`src/hdl/string_to_integer_parser_macros.svh`:
```
// Assertion macros for the string to integer parser.
// Used by the top level; no other dependencies.
`ifndef STRING_TO_INTEGER_PARSER_MACROS_SVH
`define STRING_TO_INTEGER_PARSER_MACROS_SVH

// same-cycle implication, disabled in reset
`define STP_ASSERT_NOW(label, clk, rst_n, ante, cons, msg) \
	label: assert property (@(posedge clk) disable iff (!rst_n) (ante) |-> (cons)) \
		else $error(msg);

// next-cycle implication, disabled in reset
`define STP_ASSERT_NEXT(label, clk, rst_n, ante, cons, msg) \
	label: assert property (@(posedge clk) disable iff (!rst_n) (ante) |=> (cons)) \
		else $error(msg);

`endif

```
`src/hdl/stp_pkg.sv`:
```
// Package for the string to integer parser: beat types, config type,
// register indexes and character codes. No dependencies.
package stp_pkg;

	localparam int MAX_POS_DEF = 1023;
	localparam int RADIX_W     = 6;
	localparam int DIGIT_W     = 6;
	localparam int VALUE_W     = 64;
	localparam int STOP_W      = 10;
	localparam int CFG_IDX_W   = 1;
	localparam int CFG_DATA_W  = 6;

	localparam logic [CFG_IDX_W-1:0] CFG_RADIX  = 1'd0;
	localparam logic [CFG_IDX_W-1:0] CFG_SIGNED = 1'd1;

	localparam logic [RADIX_W-1:0] RADIX_RESET = 6'd10;
	localparam logic [RADIX_W-1:0] RADIX_OCT   = 6'd8;
	localparam logic [RADIX_W-1:0] RADIX_DEC   = 6'd10;
	localparam logic [RADIX_W-1:0] RADIX_HEX   = 6'd16;
	localparam logic [RADIX_W-1:0] RADIX_MAX   = 6'd36;
	localparam logic [RADIX_W-1:0] RADIX_BAD   = 6'd1;

	localparam logic [DIGIT_W-1:0] NOT_DIGIT = 6'd63;

	localparam logic [7:0] CH_PLUS  = 8'h2B;
	localparam logic [7:0] CH_MINUS = 8'h2D;
	localparam logic [7:0] CH_ZERO  = 8'h30;
	localparam logic [7:0] CH_NINE  = 8'h39;
	localparam logic [7:0] CH_UP_A  = 8'h41;
	localparam logic [7:0] CH_UP_Z  = 8'h5A;
	localparam logic [7:0] CH_LO_A  = 8'h61;
	localparam logic [7:0] CH_LO_Z  = 8'h7A;
	localparam logic [7:0] CH_LO_X  = 8'h78;
	localparam logic [7:0] CASE_OFS = 8'h20;

	typedef struct packed {
		logic [7:0] ch;
		logic       first;
	} in_item_t;

	typedef struct packed {
		logic [VALUE_W-1:0] value;
		logic [STOP_W-1:0]  stop_pos;
		logic               overflow;
	} out_item_t;

	typedef struct packed {
		logic [RADIX_W-1:0] radix;
		logic               signed_mode;
	} cfg_t;

	typedef struct packed {
		logic [DIGIT_W-1:0] digit;
		logic               is_plus;
		logic               is_minus;
		logic               is_zero;
		logic               is_x;
	} char_class_t;

endpackage

```
`src/hdl/stp_decode.sv`:
```
// Character classifier: digit value (case-blind, radix up to 36) and sign,
// zero and x flags. Depends on stp_pkg.
module stp_decode import stp_pkg::*; (
	input  logic [7:0]  ch,
	output char_class_t cls
);

	logic [7:0] lc;

	always_comb begin
		lc = (ch >= CH_UP_A && ch <= CH_UP_Z) ? ch + CASE_OFS : ch;
		if (lc >= CH_ZERO && lc <= CH_NINE) begin
			cls.digit = DIGIT_W'(lc - CH_ZERO);
		end else if (lc >= CH_LO_A && lc <= CH_LO_Z) begin
			cls.digit = DIGIT_W'(lc - CH_LO_A + 8'd10);
		end else begin
			cls.digit = NOT_DIGIT;
		end
		cls.is_plus  = (ch == CH_PLUS);
		cls.is_minus = (ch == CH_MINUS);
		cls.is_zero  = (ch == CH_ZERO);
		cls.is_x     = (lc == CH_LO_X);
	end

endmodule

```
`src/hdl/stp_engine.sv`:
```
// Parse state and one-character step: sign, radix detection, multiply-add
// accumulation and result formation. Depends on stp_pkg and stp_decode.
module stp_engine import stp_pkg::*; #(
	parameter int MAX_POS = MAX_POS_DEF
) (
	input  logic      clk,
	input  logic      arst_n,
	input  logic      fire,
	input  in_item_t  item,
	input  cfg_t      cfg,
	output logic      emit,
	output out_item_t result
);

	localparam int POS_W = $clog2(MAX_POS + 1);
	localparam logic [POS_W-1:0] POS_SAT = POS_W'(MAX_POS);
	localparam int PROD_W = VALUE_W + RADIX_W;

	localparam logic [2:0] PH_IDLE   = 3'd0;
	localparam logic [2:0] PH_START  = 3'd1;
	localparam logic [2:0] PH_SIGNED = 3'd2;
	localparam logic [2:0] PH_ZERO   = 3'd3;
	localparam logic [2:0] PH_HEX    = 3'd4;
	localparam logic [2:0] PH_DIGITS = 3'd5;
	localparam logic [2:0] PH_DONE   = 3'd6;

	function automatic logic [POS_W-1:0] sat_inc(input logic [POS_W-1:0] p);
		return (p >= POS_SAT) ? POS_SAT : p + 1'b1;
	endfunction

	logic [2:0]         phase_q, phase_n, ph0;
	logic [VALUE_W-1:0] acc_q, acc_n, acc0;
	logic               neg_q, neg_n, neg0;
	logic [POS_W-1:0]   pos_q, pos_n, pos0, cur;
	logic [RADIX_W-1:0] wr_q, wr_n, wr0, wr_eff, r_mul;
	logic               wrap_q, wrap_n, wrap0, wrap_step;
	logic [PROD_W-1:0]  prod;
	logic               digit_ok, bad_radix;
	char_class_t        cls;

	stp_decode u_dec (
		.ch  (item.ch),
		.cls (cls)
	);

	// a first beat restarts the parse before the character is looked at
	always_comb begin
		bad_radix = (cfg.radix == RADIX_BAD) || (cfg.radix > RADIX_MAX);
		if (item.first) begin
			ph0   = PH_START;
			acc0  = '0;
			neg0  = 1'b0;
			pos0  = '0;
			wr0   = cfg.radix;
			wrap0 = 1'b0;
		end else begin
			ph0   = phase_q;
			acc0  = acc_q;
			neg0  = neg_q;
			pos0  = pos_q;
			wr0   = wr_q;
			wrap0 = wrap_q;
		end
		wr_eff = (wr0 == '0) ? RADIX_DEC : wr0;
		case (ph0)
			PH_ZERO: r_mul = RADIX_OCT;
			PH_HEX:  r_mul = RADIX_HEX;
			default: r_mul = wr_eff;
		endcase
		digit_ok  = cls.digit < r_mul;
		prod      = {{RADIX_W{1'b0}}, acc0} * {{VALUE_W{1'b0}}, r_mul}
			+ PROD_W'(cls.digit);
		wrap_step = wrap0 | (|prod[PROD_W-1:VALUE_W]);
		// in the hex phase the stored position is the x, the current char is one on
		cur = (ph0 == PH_HEX) ? sat_inc(pos0) : pos0;
	end

	always_comb begin
		phase_n = ph0;
		acc_n   = acc0;
		neg_n   = neg0;
		pos_n   = pos0;
		wr_n    = wr0;
		wrap_n  = wrap0;
		emit    = 1'b0;
		result  = '0;
		if (item.first && bad_radix) begin
			emit    = 1'b1;
			phase_n = PH_DONE;
		end else if (ph0 != PH_IDLE && ph0 != PH_DONE) begin
			pos_n = sat_inc(cur);
			case (ph0)
				PH_START, PH_SIGNED: begin
					if (ph0 == PH_START && cls.is_plus) begin
						phase_n = PH_SIGNED;
					end else if (ph0 == PH_START && cls.is_minus && cfg.signed_mode) begin
						phase_n = PH_SIGNED;
						neg_n   = 1'b1;
					end else if (wr0 == '0 && cls.is_zero) begin
						phase_n = PH_ZERO;
					end else begin
						wr_n = wr_eff;
						if (digit_ok) begin
							acc_n   = prod[VALUE_W-1:0];
							wrap_n  = wrap_step;
							phase_n = PH_DIGITS;
						end else begin
							emit    = 1'b1;
							phase_n = PH_DONE;
						end
					end
				end
				PH_ZERO: begin
					if (cls.is_x) begin
						wr_n    = RADIX_HEX;
						phase_n = PH_HEX;
						pos_n   = cur;
					end else begin
						wr_n = RADIX_OCT;
						if (digit_ok) begin
							acc_n   = prod[VALUE_W-1:0];
							wrap_n  = wrap_step;
							phase_n = PH_DIGITS;
						end else begin
							emit            = 1'b1;
							phase_n         = PH_DONE;
							result.value    = neg0 ? ~acc0 + 1'b1 : acc0;
							result.stop_pos = STOP_W'(cur);
							result.overflow = wrap0;
						end
					end
				end
				PH_HEX: begin
					if (digit_ok) begin
						acc_n   = prod[VALUE_W-1:0];
						wrap_n  = wrap_step;
						phase_n = PH_DIGITS;
					end else begin
						// "0x" with no hex digit stops at the x
						emit            = 1'b1;
						phase_n         = PH_DONE;
						result.stop_pos = STOP_W'(pos0);
					end
				end
				default: begin
					if (digit_ok) begin
						acc_n  = prod[VALUE_W-1:0];
						wrap_n = wrap_step;
					end else begin
						emit            = 1'b1;
						phase_n         = PH_DONE;
						result.value    = neg0 ? ~acc0 + 1'b1 : acc0;
						result.stop_pos = STOP_W'(cur);
						result.overflow = wrap0;
					end
				end
			endcase
		end
	end

	always_ff @(posedge clk or negedge arst_n) begin
		if (!arst_n) begin
			phase_q <= PH_IDLE;
			acc_q   <= '0;
			neg_q   <= 1'b0;
			pos_q   <= '0;
			wr_q    <= '0;
			wrap_q  <= 1'b0;
		end else if (fire) begin
			phase_q <= phase_n;
			acc_q   <= acc_n;
			neg_q   <= neg_n;
			pos_q   <= pos_n;
			wr_q    <= wr_n;
			wrap_q  <= wrap_n;
		end
	end

endmodule

```
`src/hdl/string_to_integer_parser.sv`:
```
// Streaming strtol-style parser, one character per beat, radix 2 to 36 or auto.
// A result beat is offered right after the edge where its char leaves s1.
// One character per cycle unless stalled; combinational 64 x 6 bit multiply-add.
// Input register and result register stall only when a result cannot be delivered.
// Reset: radix 10, signed mode on, parser idle, both registers empty.
// Depends on stp_pkg, stp_engine, stp_decode and string_to_integer_parser_macros.svh.
`include "string_to_integer_parser_macros.svh"
module string_to_integer_parser import stp_pkg::*; #(
	parameter int MAX_POS = MAX_POS_DEF
) (
	input  logic                  clk,
	input  logic                  arst_n,
	input  logic                  in_valid,
	output logic                  in_stall,
	input  in_item_t              in_data,
	output logic                  out_valid,
	input  logic                  out_stall,
	output out_item_t             out_data,
	input  logic                  cfg_we,
	input  logic [CFG_IDX_W-1:0]  cfg_addr,
	input  logic [CFG_DATA_W-1:0] cfg_wdata
);

	cfg_t      cfg_q;
	in_item_t  item_s1;
	logic      valid_s1;
	out_item_t out_data_s2;
	logic      out_valid_s2;
	logic      fire, emit;
	out_item_t result;

	always_ff @(posedge clk or negedge arst_n) begin
		if (!arst_n) begin
			cfg_q.radix       <= RADIX_RESET;
			cfg_q.signed_mode <= 1'b1;
		end else if (cfg_we) begin
			if (cfg_addr == CFG_RADIX) begin
				cfg_q.radix <= cfg_wdata[RADIX_W-1:0];
			end
			if (cfg_addr == CFG_SIGNED) begin
				cfg_q.signed_mode <= cfg_wdata[0];
			end
		end
	end

	// beats with no result move on even while the result register is stalled
	assign fire     = valid_s1 && (!emit || !out_valid_s2 || !out_stall);
	assign in_stall = valid_s1 && !fire;

	always_ff @(posedge clk or negedge arst_n) begin
		if (!arst_n) begin
			valid_s1 <= 1'b0;
		end else if (!in_stall) begin
			valid_s1 <= in_valid;
		end
	end

	always_ff @(posedge clk) begin
		if (!in_stall && in_valid) begin
			item_s1 <= in_data;
		end
	end

	stp_engine #(
		.MAX_POS (MAX_POS)
	) u_engine (
		.clk    (clk),
		.arst_n (arst_n),
		.fire   (fire),
		.item   (item_s1),
		.cfg    (cfg_q),
		.emit   (emit),
		.result (result)
	);

	always_ff @(posedge clk or negedge arst_n) begin
		if (!arst_n) begin
			out_valid_s2 <= 1'b0;
		end else if (fire && emit) begin
			out_valid_s2 <= 1'b1;
		end else if (!out_stall) begin
			out_valid_s2 <= 1'b0;
		end
	end

	always_ff @(posedge clk) begin
		if (fire && emit) begin
			out_data_s2 <= result;
		end
	end

	assign out_valid = out_valid_s2;
	assign out_data  = out_data_s2;

	`STP_ASSERT_NEXT(a_result_loaded, clk, arst_n, fire && emit,
		out_valid && out_data == $past(result), "result beat not loaded")
	`STP_ASSERT_NOW(a_stall_needs_item, clk, arst_n, in_stall,
		valid_s1 && emit && out_valid && out_stall, "input stalled without cause")
	`STP_ASSERT_NEXT(a_result_drains, clk, arst_n, out_valid && !out_stall && !(fire && emit),
		!out_valid, "result beat repeated")
	`STP_ASSERT_NOW(a_bad_radix_zero, clk, arst_n,
		fire && item_s1.first && (cfg_q.radix == RADIX_BAD || cfg_q.radix > RADIX_MAX),
		emit && result == '0, "invalid radix must give zero at once")

endmodule

```
`config.mk`:
```
export PLATFORM = sky130hd
export DESIGN_NAME = string_to_integer_parser
export DESIGN_NICKNAME = d
export VERILOG_FILES = /design/src/hdl/stp_pkg.sv /design/src/hdl/stp_decode.sv /design/src/hdl/stp_engine.sv /design/src/hdl/string_to_integer_parser.sv
export VERILOG_INCLUDE_DIRS = /design/src /design/src/hdl
export SDC_FILE = /design/constraint.sdc
export NUM_CORES = 1
export LEC_CHECK = 0
export BUFFER_PORTS_ARGS = -buffer_cell sky130_fd_sc_hd__buf_2
export CAP_MARGIN = 20
export CORE_UTILIZATION = 35
export CTS_BUF_LIST = sky130_fd_sc_hd__clkbuf_16
export DETAILED_ROUTE_END_ITERATION = 6
export HOLD_SLACK_MARGIN = 0.05
export PLACE_DENSITY_LB_ADDON = 0.08
export RECOVER_POWER = 25
export REMOVE_ABC_BUFFERS = 1
export SLEW_MARGIN = 20
export SYNTH_ARGS = -nofsm -noshare
export SYNTH_HDL_FRONTEND = slang
export SYNTH_SLANG_ARGS = --single-unit
```
`constraint.sdc`:
```
create_clock -name clk -period 14.7 [get_ports clk]
set_input_delay 2.94 -clock clk [delete_from_list [all_inputs] [get_ports clk]]
set_output_delay 2.94 -clock clk [all_outputs]
set_load 0.005 [all_outputs]
```
* Word-level counts from Yosys, hierarchy flattened
Index checks and enable logic that the tools add are counted.
Storage, ports and cells: memory bits (writable) 0, output and inout bits 77, memories 0, bits in latches 0, memory bits (read-only) 0, flip-flop bits (word level) 178
Cells by class: add/sub/neg operators 8, reduce and logical (&&, ||, !) cells 29, eq/ne operators 11, $lt $le $gt $ge 10, multiplexer cells 72, bitwise logic cells 4, div/mod/pow operators 0, multiply operators 1, shift operators 0
Operators with widths (count):
- 2-to-1 mux 64 bit | 9
- one-hot mux 64 bit (2 select lines) | 2
- 2-to-1 mux 75 bit | 2
- 2-to-1 mux 10 bit | 9
- adder 70 x 6 -> 70 bit | 1
- multiplier 64 x 6 -> 70 bit | 1
- adder 64 x 1 -> 64 bit, second input constant | 1
- inverter 64 bit | 1
- 2-to-1 mux 6 bit | 9
- one-hot mux 10 bit (3 select lines) | 1
- == test 8 x 6 -> 1 bit, second input constant | 3
- one-hot mux 6 bit (2 select lines) | 2
- 2-to-1 mux 1 bit | 23
- 2-to-1 mux 3 bit | 7
- adder 10 x 1 -> 10 bit, second input constant | 2
- greater-or-equal comparator 10 bit, second input constant | 2
- greater-or-equal comparator 8 x 7 -> 1 bit, second input constant | 2
- <= comparator 8 x 7 -> 1 bit, second input constant | 2
- logical AND 1 bit | 13
- subtractor 6 bit, second input constant | 2
- one-hot mux 3 bit (3 select lines) | 1
- adder 8 x 6 -> 8 bit, second input constant | 1
- == test 8 x 7 -> 1 bit, second input constant | 1
- greater-or-equal comparator 8 x 6 -> 1 bit, second input constant | 1
- other kinds (24) | 37

* Depth between registers and ports, before layout
Gate-level depths: netlist of the first run.
word-level depth 23, gate-level depth with buffers 33

* Modules after synthesis
From an unflattened synthesis of the first run, not the netlist that was laid out.
Unflattened totals: cell total of the unflattened synthesis 2611, area total of the unflattened synthesis 22302.6 um^2
By module, submodules not included:
- stp_engine | instances 1, cells each 2418, area an instance 18819.3 um^2
- string_to_integer_parser | instances 1, cells each 113, area an instance 2930.3 um^2
- stp_decode | instances 1, cells each 80, area an instance 553.0 um^2

* Worst setup path after synthesis of the first run
OpenSTA, ideal clock, no wires.
kind flip-flop to flip-flop, from register item_s1[0] in the netlist's numbering, to register out_data_s2, in the netlist out_data[0], enable pin, slack 6122 ps, setup time 534 ps, stages on the path, launching flop included 22, path buffers 11, data arrival time 8044 ps, path through edfxtp_1 > clkbuf_1 > clkbuf_1 > buf_4 > buf_2 > buf_2 > buf_1 > buf_4 > clkbuf_1 > nor2_1 > a21oi_1 > inv_1 > clkbuf_1 > ha_1 > o2111ai_1 > a311oi_1 > nor3_1 > o211ai_1 > buf_2 > clkbuf_1 > nand2_1 > a21oi_1
On the way: longest elaborated chain between the ends 17, elaborated cells on any way between the ends 32, those cells by class order compare (1); eq/ne (5); mux (12); reduce/logical (14)
RTL lines:
- start: declaration | line string_to_integer_parser.sv:25 | in_item_t item_s1;
- start signal: assignment | line string_to_integer_parser.sv:60 | item_s1 <= in_data;
- 2-to-1 mux 6 bit | line stp_engine.sv:49 | if (item.first) begin
- logical NOT 6 bit | line stp_engine.sv:64, stp_engine.sv:99
- 2-to-1 mux 6 bit | line stp_engine.sv:64 | wr_eff = (wr0 == '0) ? RADIX_DEC : wr0;
- one-hot mux 6 bit (2 select lines) | line stp_engine.sv:65 | case (ph0)
- < comparator 6 bit | line stp_engine.sv:70 | digit_ok = cls.digit < r_mul;
- 2-to-1 mux 1 bit
- 2-to-1 mux 1 bit | line stp_engine.sv:99 | end else if (wr0 == '0 && cls.is_zero) begin
- 2-to-1 mux 1 bit | line stp_engine.sv:96 | end else if (ph0 == PH_START && cls.is_minus && cfg.signed_mode) begin
- 2-to-1 mux 1 bit | line stp_engine.sv:94 | if (ph0 == PH_START && cls.is_plus) begin
- one-hot mux 1 bit (2 select lines) | line stp_engine.sv:92 | case (ph0)
- 2-to-1 mux 1 bit | line stp_engine.sv:90 | end else if (ph0 != PH_IDLE && ph0 != PH_DONE) begin
- 2-to-1 mux 1 bit (*) | line stp_engine.sv:87 | if (item.first && bad_radix) begin
- logical NOT 1 bit | line string_to_integer_parser.sv:47 | assign fire = valid_s1 && (!emit || !out_valid_s2 || !out_stall);
- logical OR 1 bit (2 in a row) | line string_to_integer_parser.sv:47
- logical AND 1 bit | line string_to_integer_parser.sv:47
- logical AND 1 bit (*) | line string_to_integer_parser.sv:87 | if (fire && emit) begin
- end signal: assignment | line string_to_integer_parser.sv:88 | out_data_s2 <= result;
- end: declaration | line string_to_integer_parser.sv:27 | out_item_t out_data_s2;
Every way passes the cells marked *; elsewhere a longest branch is shown, timed or not. A chain may end at the register's enable or synchronous reset.

* Worst setup path after layout of the first run
from register item_s1[0] in the netlist's numbering, to register u_engine.acc_q[53]
On the way: longest elaborated chain between the ends 16, elaborated cells on any way between the ends 42, those cells by class add/sub (1); mul (1); order compare (1); eq/ne (5); mux (21); reduce/logical (13)
RTL lines:
- parallel branches: the longest is 16 deep, another holds multiplier 64 x 6 -> 70 bit
- end signal: assignment | line stp_engine.sv:171 | acc_q <= acc_n;
- end: declaration | line stp_engine.sv:32 | logic [VALUE_W-1:0] acc_q, acc_n, acc0;
Several ways; the timed one is not identified.

==> results of run 1 <==
## registers in the layout, indices dropped and copies added (netlist names)
| name | count |
|---|---|
| out_valid | 1 |
| u_engine.wr_q | 6 |
| u_engine.neg_q | 1 |
| u_engine.pos_q | 10 |
| u_engine.phase_q | 3 |
| cfg_q | 7 |
| u_engine.wrap_q | 1 |
| out_data | 75 |
| valid_s1 | 1 |
| item_s1 | 9 |
| u_engine.acc_q | 64 |
## per-layer routing
metal	GRT usage	vias up	share of wire
met2	0.386	587	0.46
met4	0.0730	2	0.023
met1	0.341	10192	0.47
met5	0	-	0.00016
met3	0.0326	92	0.048
li1	-	9203	-
## cell families (layout without fill, tap and decap cells)
group                    Yosys count  after routing  synth area share
AND/OR/NAND/NOR                 1040           1040             0.201
other                              0              1                 0
AO/OA/AOI/OAI                    536            536             0.155
multiplexers                      13             13           0.00602
buffers and inverters            450            446            0.0746
flip-flops                       178            178             0.209
adder cells (fa/ha/maj)          413            413             0.303
XOR/XNOR                         137            137            0.0515
## final cells by class
| type | instances | area (µm²) |
|---|---|---|
| antenna | 1 | 2.50 |
| clock buffer | 19 | 475 |
| clock inverter | 13 | 98.8 |
| fill | 6838 | 40700 |
| inverter | 285 | 1070 |
| multi-input combinational | 2139 | 16700 |
| sequential | 178 | 4880 |
| tap | 864 | 1080 |
| timing repair buffer | 129 | 683 |
## metrics by stage
stage,util,total power [µW]
2_1_floorplan,-,1340
6_report,0.381,2280
3_3_place_gp,0.373,1790
4_1_cts,0.381,2300
3_5_place_dp,0.373,1800
5_1_grt,0.381,2420
## report_power, final
part / internal [µW] / total, µW / switching [µW]
logic: 329 / 1090 / 764
clock network: 239 / 486 / 247
registers: 614 / 702 / 87.2
## path summary, 6_finish.rpt
check,endpoint,startpoint,slack (ns),cells after the start
max,u_engine.acc_q[53],item_s1[0],5.65,27
min,u_engine.wr_q[3],u_engine.wr_q[3],0.51,2
max reg2reg,u_engine.acc_q[53],item_s1[0],5.65,27
min reg2reg,u_engine.wr_q[3],u_engine.wr_q[3],0.51,2
max in group asynchronous,u_engine.neg_q,arst_n,6.32,2
min in group asynchronous,cfg_q[3],arst_n,3.11,1
## worst reg2reg max path: cells and delay by family, from the launching register on
family	cells	cell delay, ns
AOI/OAI and AO/OA	12	3.26
adders and majority gates	5	2.17
buffers and inverters	5	1.76
and+or+nand+nor	4	1.00
DFF	1	0.60
xor gates and xnor gates	1	0.12
## cells in the final DEF (no fill, tap or decap), types with 9 or more instances in the layout
master,n
nand2_1,455
nor2_1,290
inv_1,286
fa_1,251
ha_1,162
o21ai_0,129
a21oi_1,126
dfrtp_1,90
xor2_1,87
edfxtp_1,84
nor2b_1,72
buf_2,66
xnor2_1,50
a22o_1,38
nand3_1,37
a21o_1,34
nor3_1,33
clkbuf_1,32
buf_4,31
a32o_1,26
o31ai_1,22
nand2b_1,21
nand4_1,21
clkbuf_16,19
o21bai_1,18
and2_1,17
a31oi_1,17
and3_1,15
nor4_1,15
o21a_1,12
or3_1,10
o41ai_1,9
==> results.json, run 1 <==
{
  "outcome": "finished with violations",
  "violations": "max-capacitance violations, max-slew violations",
  "setup_violations": 0,
  "synth_ff_type": "dfrtp_1",
  "slowest_delay_ns": 0.68,
  "die-area_mm2": 0.0676,
  "critical-path-top-delay-family": "compound AO/OA/AOI/OAI gates",
  "slew_headroom": -1.85,
  "critPathBufInv": 5,
  "cp_max_fo": 61,
  "fin_crit_sh": 0.616,
  "synth_common_cells": "nand2_1, nor2_1, inv_1, fa_1, ha_1",
  "nets": 3184,
  "worstSetupPathType": "flop to flop",
  "synthCells": 2767,
  "htreeDepth": 4,
  "dr.pass1.iters": 5,
  "synth-edff-count": 84,
  "finalWorstSetupSlack_ns": 5.65,
  "clock_latency_ns": 0.51,
  "min_period_ns": 9.05,
  "start_util": 0.354,
  "avgRoutedWirePerCell_um": 21.8,
  "synth_area_mm2": 0.0233,
  "async_flop_share": 0.528,
  "postSynthAreaPerCell_um2": 8.42,
  "drv_slew": 97,
  "cellPowerDensity_mw_per_mm2": 91.1,
  "cts-root-buf": "clkbuf_16",
  "first_iter_violations": 1440,
  "start_kind": "flop",
  "layout-drive-gt1-share": 0.0644,
  "cts_resized": 0,
  "cts_tree": "built",
  "die_w_um": 260,
  "yosysMostFrequentCell": "nand2_1",
  "coreArea_mm2": 0.0657,
  "dpl_cell_area_mm2": 0.0245,
  "cts_buffers": 17,
  "antenna_found_initial": 2,
  "synth-seq-area-share": 0.209,
  "synth_top_area_cell": "fa_1",
  "synth_top_area_frac": 0.216,
  "grt_usage": 0.243,
  "grt_max_degree": 62,
  "ant_nets": 0,
  "postCtsSetupRepairBufs": 0,
  "syn_to_final_growth_pct": 7.49,
  "rows": 94,
  "cap_violations": 2,
  "crit_slowest_cell": "a211oi_1",
  "clock_skew_ns": 0.0190,
  "hold_slack_ns": 0.512,
  "via_count": 20076,
  "via_per_inst": 5.53,
  "cts_hold_buffers": 0,
  "fin_cells": 3628,
  "hpwl_mm": 58.9,
  "design_area_mm2": 0.0250,
  "hp-class": "flop to flop",
  "cp.required_ns": 15.06,
  "critPathCaptureType": "flop",
  "synthTopCellsByArea": "fa_1, edfxtp_1, dfrtp_1, ha_1, nand2_1",
  "post-route-drc-count": 0,
  "tightest_slew_ns": 4.27,
  "finalHoldViolCount": 0,
  "finalSetupTns_ns": 0,
  "wl_mm": 79.3,
  "worst_ir_drop_vdd_mv": 0.0617,
  "dp_slack_ns": 5.76,
  "grt_pass1_vias": 20548,
  "max_freq_mhz": 110,
  "dieHeight_um": 260,
  "globalplace.congestion": 0.904,
  "rsz0062_at_grt": "no",
  "ys_types": 87,
  "ys_warn_count": 0,
  "gr-total-overflow": 0,
  "ios": 98,
  "synth-seq-cells": 178,
  "leakage_uw": 0.0121,
  "clockBufferDepth": 2,
  "arrival_ns": 9.41,
  "path_clk_slew_ns": 0.08,
  "grt_pass1_wl_mm": 125,
  "cts_sinks": 178,
  "port_buffers": 97,
  "placed_cells_incl_taps": 3595
}
(Power assumes the default switching activity.)
==> inputs of run 2 (changes only) <==
==> constraint.sdc (replaced) <==
create_clock -name clk -period 7.5 [get_ports clk]
set_input_delay 1.5 -clock clk [delete_from_list [all_inputs] [get_ports clk]]
set_output_delay 1.5 -clock clk [all_outputs]
set_load 0.005 [all_outputs]
==> run 2 against run 1 <==
  * The run still ends with max-capacitance violations, max-slew violations left
  * Hold slack got worse by 0.032 ns
  * Via count rose by 3.1%
  * Clock power is 87% higher
  * Maximum frequency up 26%
  * Die area unchanged
  * Utilization up 1.5 points
  * Global-route usage is 0.73 points higher
  * Clock skew increased by 0.0094 ns
  * First-iteration DRC count rose by 7.7%
  * Flip-flop and latch count unchanged
  * Sequential power increased by 92%
  * Wire length is 3.2% higher
  * Highest routed layer is now met4
==> results.json, run 2 (same netlist as run 1, synthesis figures left out) <==
{
  "outcome": "finished with violations",
  "violations": "max-capacitance violations, max-slew violations",
  "grt_pass1_vias": 21411,
  "worstRegToRegCells": 27,
  "via_count": 20708,
  "ios": 98,
  "finalHoldViolCount": 0,
  "use_met3": 0.0303,
  "arrival_ns": 7.61,
  "dp_slack_ns": 0.161,
  "largest_reg_flops": 75,
  "grt_usage": 0.250,
  "hp-class": "flop to flop",
  "mostFrequentLayoutCell": "nand2_1",
  "clock_latency_ns": 0.52,
  "hold_end": "u_engine.wr_q[3]",
  "cts_buffers": 17,
  "cp_max_fo": 30,
  "first_iter_violations": 1551,
  "leakage_uw": 0.0127,
  "min_period_ns": 7.21,
  "path_clk_slew_ns": 0.08,
  "dr.pass1.iters": 7,
  "drv_slew": 62,
  "rsz0062_at_grt": "yes",
  "start_kind": "flop",
  "cellPowerDensity_mw_per_mm2": 177,
  "cts_sinks": 178,
  "met2_usage": 0.396,
  "coreArea_mm2": 0.0657,
  "htreeDepth": 4,
  "fin_crit_sh": 0.961,
  "clock_skew_ns": 0.0284,
  "rrSetupSlack_ns": 0.29,
  "setup_violations": 0,
  "worstSetupPathType": "flop to flop",
  "cp.required_ns": 7.90,
  "rr_startpoint": "item_s1[0]",
  "post-route-drc-count": 0,
  "cap_violations": 1,
  "finalSetupTns_ns": 0,
  "rr_endpoint": "u_engine.wrap_q",
  "port_buffers": 97,
  "hold_start": "u_engine.wr_q[3]",
  "cts_tree": "built",
  "hpwl_mm": 63.7,
  "syn_to_final_growth_pct": 11.6,
  "rows": 94,
  "die-area_mm2": 0.0676,
  "gr-total-overflow": 0,
  "cts_hold_buffers": 0,
  "wl_mm": 81.8,
  "clockBufferDepth": 2,
  "dieHeight_um": 260,
  "final_cell_mix": "nand2_1, nor2_1, inv_1, fa_1, ha_1",
  "critPathCaptureType": "flop",
  "busiest_layer": "met2",
  "die_w_um": 260,
  "fin_util": 0.395,
  "grt_pass1_wl_mm": 129,
  "globalplace.congestion": 0.941,
  "nets": 3293,
  "via_per_inst": 5.54,
  "antenna_found_initial": 0,
  "grt_max_degree": 62,
  "antenna_cells": 0,
  "start_util": 0.354,
  "slew_headroom": -1.66,
  "worst_ir_drop_vdd_mv": 0.127,
  "max_freq_mhz": 139,
  "tightest_slew_ns": 3.98,
  "hold_slack_ns": 0.479,
  "avgRoutedWirePerCell_um": 21.9,
  "finalWorstSetupSlack_ns": 0.294,
  "cts-root-buf": "clkbuf_16",
  "ant_nets": 0,
  "layout-drive-gt1-share": 0.109,
  "use_met1": 0.361,
  "hold_depth": 2
}
run 2: changes by cell type in the layout (fill, tap and decap cells not counted), moves of 8 or more:
cell and change:
buf_12 +8, buf_2 +14, clkbuf_1 -15, buf_4 +100
run 2: power breakdown:
part	total, µW	switching, µW	internal [µW]
Sequential	1350	144	1200
Clock	910	484	426
Combinational	2350	1560	788
run 2: through the flow:
stage          area, µm²  power [µW]  cells
2_1_floorplan      22600        2620   2602
3_3_place_gp       25400        3680   3701
3_5_place_dp       25400        3690   3701
4_1_cts            25900        4630   3733
5_1_grt            26000        4880   3736
6_report           26000        4600   3736
run 2: layer usage:
layer / up-vias / share of wire
met3: 72 / 0.052
met2: 619 / 0.46
li1: 9424 / -
met1: 10593 / 0.48
met5: - / 0
met4: 0 / 0.016
run 2: how the worst max path moves through the flow:
stage               startpoint                 end  slack, ns  cells past startpoint
floorplan           item_s1[0]         out_data[0]      -3.91                     14
global placement    item_s1[0]  u_engine.acc_q[63]       0.23                     26
detailed placement  item_s1[0]  u_engine.acc_q[63]       0.16                     26
CTS                 item_s1[0]  u_engine.acc_q[63]       0.14                     26
global route        item_s1[0]     u_engine.wrap_q      -0.03                     27
finish              item_s1[0]     u_engine.wrap_q       0.29                     27
run 2: critical path, cell delays in order (launching register included):
cell       delay, ns
edfxtp_1        0.47
nor4_1          0.32
a22oi_1         0.15
buf_4           0.17
inv_1           0.08
nor2_1          0.07
nor2_4          0.13
buf_4           0.43
buf_4           0.37
nand2_1         0.12
fa_1            0.53
inv_1           0.06
fa_1            0.50
fa_1            0.54
ha_1            0.33
ha_1            0.43
a21oi_1         0.21
nand2_1         0.07
a221oi_1        0.32
nand2_1         0.14
o41ai_1         0.45
a21oi_2         0.13
buf_4           0.19
a211o_1         0.31
a211oi_1        0.23
a41o_1          0.13
nand4_1         0.07
o2bb2ai_1       0.14
run 2: final cells by class:
type                            instances  area, µm²
Inverter                              285       1070
Multi-Input combinational cell       2139      16800
Clock inverter                         15        113
Tap cell                              864       1080
Timing Repair Buffer                  238       1630
Fill cell                            6715      39800
Clock buffer                           17        425
Sequential cell                       178       4880
run 2: repair_timing:
item,CTS,global route
gates resized for setup,0,14
endpoints found under the setup margin,0,12
buffers inserted,0,3
